**src/design/assert_macros.svh**
```systemverilog
// ---------------------------------------------------------------------------
// assert_macros.svh
// Shared concurrent assertion macros, clocked on clk and quiet in reset.
// ---------------------------------------------------------------------------
`ifndef ASSERT_MACROS_SVH
`define ASSERT_MACROS_SVH

// Same-cycle implication
`define ASSERT_IMPL(label, ante, cons, msg) \
	label: assert property (@(posedge clk) disable iff (!arst_n) (ante) |-> (cons)) \
		else $error(msg);

// Next-cycle implication
`define ASSERT_NEXT(label, ante, cons, msg) \
	label: assert property (@(posedge clk) disable iff (!arst_n) (ante) |=> (cons)) \
		else $error(msg);

`endif

```
**src/design/hebp_pkg.sv**
```systemverilog
// ---------------------------------------------------------------------------
// hebp_pkg
// Shared types and constants of the Huffman encoder bit packer.
// ---------------------------------------------------------------------------
package hebp_pkg;

	// Input item kinds
	localparam logic [1:0] OP_LOAD  = 2'd0;
	localparam logic [1:0] OP_ENC   = 2'd1;
	localparam logic [1:0] OP_FLUSH = 2'd2;

	localparam int SYM_W   = 8;
	localparam int CLEN_W  = 5;
	localparam int CBITS_W = 20;
	localparam int TBL_DEPTH = 256;

	// Stream constants
	localparam logic [7:0] ESC_VAL   = 8'd26;
	localparam logic [7:0] ASCII_ZRO = 8'h30;
	localparam logic [7:0] ASCII_ONE = 8'h31;

	// Controller to datapath
	typedef struct packed {
		logic tbl_wr;      // write table entry from input
		logic tbl_rd;      // read table entry for input symbol
		logic load_code;   // load looked-up code into packer
		logic start_flush; // set up zero padding
		logic step;        // shift one chunk into accumulator
		logic emit_byte;   // send completed byte
		logic emit_esc;    // send one escape character
		logic emit_mark;   // send one end marker character
	} hebp_cmd_t;

	// Datapath to controller
	typedef struct packed {
		logic rem_zero;  // no code bits left
		logic byte_done; // next chunk completes a byte
		logic byte_esc;  // completed byte needs escaping
		logic slot_free; // output register can take a result
		logic cnt_last;  // character counter at final position
		logic flush;     // current item is a flush
	} hebp_sts_t;

endpackage

```
**src/design/hebp_ctrl.sv**
```systemverilog
// ---------------------------------------------------------------------------
// hebp_ctrl
// Sequencer of the Huffman encoder bit packer: takes one item at a time and
// walks the datapath through lookup, packing, escaping and end marker.
// ---------------------------------------------------------------------------
module hebp_ctrl import hebp_pkg::*; (
	input  logic       clk,
	input  logic       arst_n,
	input  logic       in_valid,
	input  logic [1:0] in_op,
	output logic       in_ready,
	input  hebp_sts_t  sts,
	output hebp_cmd_t  cmd
);

	typedef enum logic [5:0] {
		S_IDLE   = 6'b000001,
		S_LOOKUP = 6'b000010,
		S_PACK   = 6'b000100,
		S_ESC    = 6'b001000,
		S_MARK   = 6'b010000,
		S_FLUSH  = 6'b100000
	} state_t;

	state_t state_q, state_d;
	logic   take_item;

	assign in_ready  = (state_q == S_IDLE);
	assign take_item = in_valid && in_ready;

	// Next state and datapath commands
	always_comb begin
		state_d = state_q;
		cmd     = '0;
		case (state_q)
			S_IDLE: begin
				if (take_item) begin
					case (in_op)
						OP_LOAD: cmd.tbl_wr = 1'b1;
						OP_ENC: begin
							cmd.tbl_rd = 1'b1;
							state_d    = S_LOOKUP;
						end
						OP_FLUSH: begin
							cmd.start_flush = 1'b1;
							state_d         = S_FLUSH;
						end
						default: ;
					endcase
				end
			end
			S_LOOKUP: begin
				cmd.load_code = 1'b1;
				state_d       = S_PACK;
			end
			S_FLUSH, S_PACK: begin
				if (sts.rem_zero) begin
					state_d = S_IDLE;
				end else if (!sts.byte_done) begin
					cmd.step = 1'b1;
					state_d  = S_PACK;
				end else if (sts.slot_free) begin
					cmd.step = 1'b1;
					if (sts.byte_esc) begin
						state_d = S_ESC;
					end else begin
						cmd.emit_byte = 1'b1;
						state_d       = sts.flush ? S_MARK : S_PACK;
					end
				end
			end
			S_ESC: begin
				if (sts.slot_free) begin
					cmd.emit_esc = 1'b1;
					if (sts.cnt_last)
						state_d = sts.flush ? S_MARK : S_PACK;
				end
			end
			S_MARK: begin
				if (sts.slot_free) begin
					cmd.emit_mark = 1'b1;
					if (sts.cnt_last)
						state_d = S_IDLE;
				end
			end
			default: state_d = S_IDLE;
		endcase
	end

	// State register
	always_ff @(posedge clk or negedge arst_n) begin
		if (!arst_n)
			state_q <= S_IDLE;
		else
			state_q <= state_d;
	end

	`include "assert_macros.svh"

	`ASSERT_NEXT(a_rd_lookup, cmd.tbl_rd, state_q == S_LOOKUP, "table read not followed by lookup")
	`ASSERT_NEXT(a_mark_done, (state_q == S_MARK) && cmd.emit_mark && sts.cnt_last, in_ready, "end marker does not return to idle")

endmodule

```
**config.mk**
```make
export PLATFORM = sky130hd
export DESIGN_NAME = hebp_ctrl
export DESIGN_NICKNAME = d
export VERILOG_FILES = /design/src/design/hebp_pkg.sv /design/src/design/hebp_ctrl.sv
export VERILOG_INCLUDE_DIRS = /design/src /design/src/design
export SDC_FILE = /design/constraint.sdc
export NUM_CORES = 1
export LEC_CHECK = 0
export ABC_AREA = 0
export BUFFER_PORTS_ARGS = -buffer_cell sky130_fd_sc_hd__buf_2
export CORE_AREA = 3 3 40 42
export CTS_BUF_LIST = sky130_fd_sc_hd__clkbuf_8
export CTS_CLUSTER_SIZE = 10
export DETAILED_ROUTE_END_ITERATION = 12
export DIE_AREA = 0 0 43 45
export PLACE_DENSITY = 0.77
export SLEW_MARGIN = 20
export SYNTH_ARGS = -nofsm -noshare
export SYNTH_HDL_FRONTEND = slang
export SYNTH_SLANG_ARGS = --single-unit
```
**constraint.sdc**
```tcl
create_clock -name clk -period 3.2 [get_ports clk]
set_clock_uncertainty 0.1 [all_clocks]
set_input_delay 0.64 -clock clk [delete_from_list [all_inputs] [get_ports clk]]
set_output_delay 0.64 -clock clk [all_outputs]
set_load 0.02 [all_outputs]
```
==> out/qor.log <==
[sta] transition time of the tightest slew-check pin 0.629 ns
[final_layout] combined area of the multi-input logic cells 355 um^2
[sta] Pins Over Slew Limit 0
[placed_design] post-place setup slack 0.650 ns
[final_layout] Inserted Diodes 0
[synthesis] Cell Area, Synth 519 um^2
[job] count of max-cap constraint violations 0
[sta] post-layout min period 2.72 ns
[sta] min setup slack post-route 0.476 ns
[die] Total Die Area 0.00194 mm^2
[sta] setup repair after global routing missed its margin no
[setup_path] path type of the worst setup path reg2out
[setup_path] WP data arrival 1.98 ns
[global_routing] Congestion Overflow GR 0
[setup_path] Worst Setup EP cmd[2]
[power_and_ir_drop] worst voltage drop across the vdd grid 0.380 mV
[final_layout] most common cell after layout, fill and taps aside buf_2
[cts] clock root buffer clkbuf_8
[synthesis] post-synthesis area per instance 8.80 um^2
[setup_path] critical register-to-register path endpoint state_q[4]
[setup_path] Worst Setup End Kind output pin
[final_layout] Sequential cell area 151 um^2
[power_and_ir_drop] leakage dissipation 0.321 nW
[route] Vias per Instance 5.58
[placed_design] global placer's final weighted congestion 0.885
[route] detailed route wirelength on metal2 642 um
[synthesis] number of synthesized register bits 6
[global_routing] wire length of the first global-routing pass 2050 um
[final_layout] Fillers 130
[final_layout] largest reg by FF count state_q
[synthesis] cell type with the highest aggregate area in the netlist dfrtp_1
[route] post-detailed-route wirelength per cell 13.6 um
[power_and_ir_drop] power density over cell area 757 mW/mm^2
[global_routing] largest net degree at the start of global routing 11
[global_routing] number of global-route vias before repair 458
[route] Routed WL 1300 um
[power_and_ir_drop] Total Power Consumption 0.507 mW
[synthesis] count of unique library cells instantiated by Yosys 29
[final_layout] Largest regs state_q: 6 flops
[synthesis] area share of the largest cell type after synthesis 0.241
[die] Rows 13
[final_layout] Synth-to-Final Area Change 28.9%
[die] die boundary height 45 um
[setup_path] WP data required 2.46 ns
[final_layout] share of cells above drive strength 1 0.325
[placed_design] Detail Placement HPWL 995 um
[sta] final number of hold-violating endpoints 0
[route] antenna violation net count after detailed routing 0
[cts] Clock Latency Late Sink 0.22 ns
[die] ports placed on the boundary 20
[setup_path] largest fanout on the critical path 10
[cts] H-tree depth 1
[cts] CTS tree yes
[synthesis] number of instances in the synthesized netlist 59
[die] Die X-Extent 43 um
[global_routing] antenna violations before repair 0
[cts] count of buffers added by post-CTS timing repair for setup 0
[synthesis] biggest area contributors in the synthesized netlist dfrtp_1 (24%), nor3b_1 (8.7%), xor2_1 (6.7%)
[worst_hold_path] hold crit path type in2async
[global_routing] Global Route Usage Sum 0.149
[cts] TritonCTS sink count 6
[route] via count 530
[setup_path] critical path startpoint state_q[1]
[setup_path] kind of launch point of the worst setup path register
[cts] Clock Pin Slew Worst Setup and Hold Paths 0.04 ns
[placed_design] count of buffers from port buffering 19
[route] Top Metal Used met4
[die] area of the placeable core 0.00128 mm^2
[final_layout] number of standard cells in the final layout excluding fillers 95
[synthesis] proportion of synthesized chip area in sequential cells 0.292
[sta] maximum operating frequency 0.367 GHz
[final_layout] # nets final 92
[setup_path] startpoint of the most critical register-to-register path state_q[1]
[setup_path] number of cells on the worst reg-to-reg path 4
[sta] slew margin rel. 0.576
[route] DRC marker count from the first detailed-route iteration 8
[sta] Sum Neg Setup Slack 0 ns
[route] detailed-route DRC error count 0
[cts] clk buf depth 2
[status] result of the run finished, final reports clean
[sta] fraction of the cycle the final worst path needs 0.851
[placed_design] instance count after placement with tap cells included 91
[cts] TritonCTS buffer count 3
[route] met1 wire length 543 um
[setup_path] worst reg2reg setup slack 1.11 ns
[setup_path] delay of the slowest cell on the worst path 0.63 ns
[setup_path] slowest CP cell nor4_1
[final_layout] Final Core Density 0.521
[route] met3 wire length 92 um
[route] DRT Pass-1 Iters 4
[synthesis] Synthesis Warnings 0
[setup_path] ordered cell list for the critical path nor4_1 > nand3_1 > nor3_1 > buf_2
[cts] number of cells upsized or downsized after cts 0
[final_layout] leading cell types in the layout, fill and taps excluded buf_2 (19), nor3b_1 (6), nand3_1 (5), dfrtp_1 (5)
[final_layout] max FFs per register 6
[cts] count of hold buffers inserted by post-cts repair 0
[die] effective utilization at floorplan 0.404
[sta] number of setup violations in the final report 0
[synthesis] Net Count, Synth 70
## worst max-delay path, delay by kind of cell (launching register included)
family,cells,cell delay (ns)
buffers and inverters,1,0.18
DFF,1,0.49
and+or+nand+nor,3,1.08
## how the worst min path moves through the flow
| stage | endpoint | cells after the start |
|---|---|---|
| final | state_q[1] | 1 |
| after global routing | state_q[4] | 1 |
| after CTS | state_q[5] | 1 |
| after detailed placement | state_q[1] | 1 |
| after global placement | state_q[1] | 1 |
| after floorplan | state_q[1] | 0 |
## per-stage QoR
step / area (um^2) / hold slack [ns]
global placement: 624 / 0.366
finish: 669 / 0.131
floorplan: 519 / 0.244
global route: 669 / 0.138
CTS: 669 / 0.129
detailed placement: 624 / 0.368
## Yosys cell counts
cell type and count:
buf_2 1, or3_4 1, nand2_1 3, dfstp_2 1
nor2_1 3, inv_1 1, nor2b_1 2, nand3_1 5
a21oi_1 1, and3_1 1, o21ai_0 1, nand4_1 2
o21ai_1 1, nand2b_1 2, nor3_1 4, xor2_1 4
dfrtp_1 5, nor4_1 2, nor3b_1 6, a21boi_1 1
o21a_1 1, a2111oi_4 1, and3b_1 2, mux2_1 3
and4_1 1, o22ai_1 1, a31o_2 1, clkbuf_1 1
o211ai_1 1
## power by group
group	leakage [nW]	internal (mW)	switching (mW)
Combinational	0.215	0.116	0.146
Clock	0.0269	0.0823	0.0317
Sequential	0.0795	0.0992	0.0317
## per-layer routing
metal / track usage / vias up
met5: 0 / -
met4: 0.0723 / 0
met3: 0.0558 / 4
met2: 0.243 / 16
met1: 0.175 / 246
li1: - / 264
## kinds of logic (layout without fill, tap and decap cells)
| logic type | after synthesis | after routing | synth area share |
|---|---|---|---|
| XOR/XNOR | 4 | 4 | 0.0675 |
| buffers and inverters | 3 | 24 | 0.0241 |
| AND/OR/NAND/NOR | 34 | 34 | 0.398 |
| multiplexers | 3 | 3 | 0.0651 |
| AO/OA/AOI/OAI | 9 | 9 | 0.154 |
| flip-flops | 6 | 6 | 0.292 |
## layout make-up
cell class                      instances  share of cell area
Clock buffer                            3              0.0617
Clock inverter                          1             0.00561
Inverter                                1             0.00561
Multi-Input combinational cell         50               0.531
Sequential cell                         6               0.226
Tap cell                               15              0.0280
Timing Repair Buffer                   19               0.142
No activity file was read; power rests on OpenSTA's default activity.
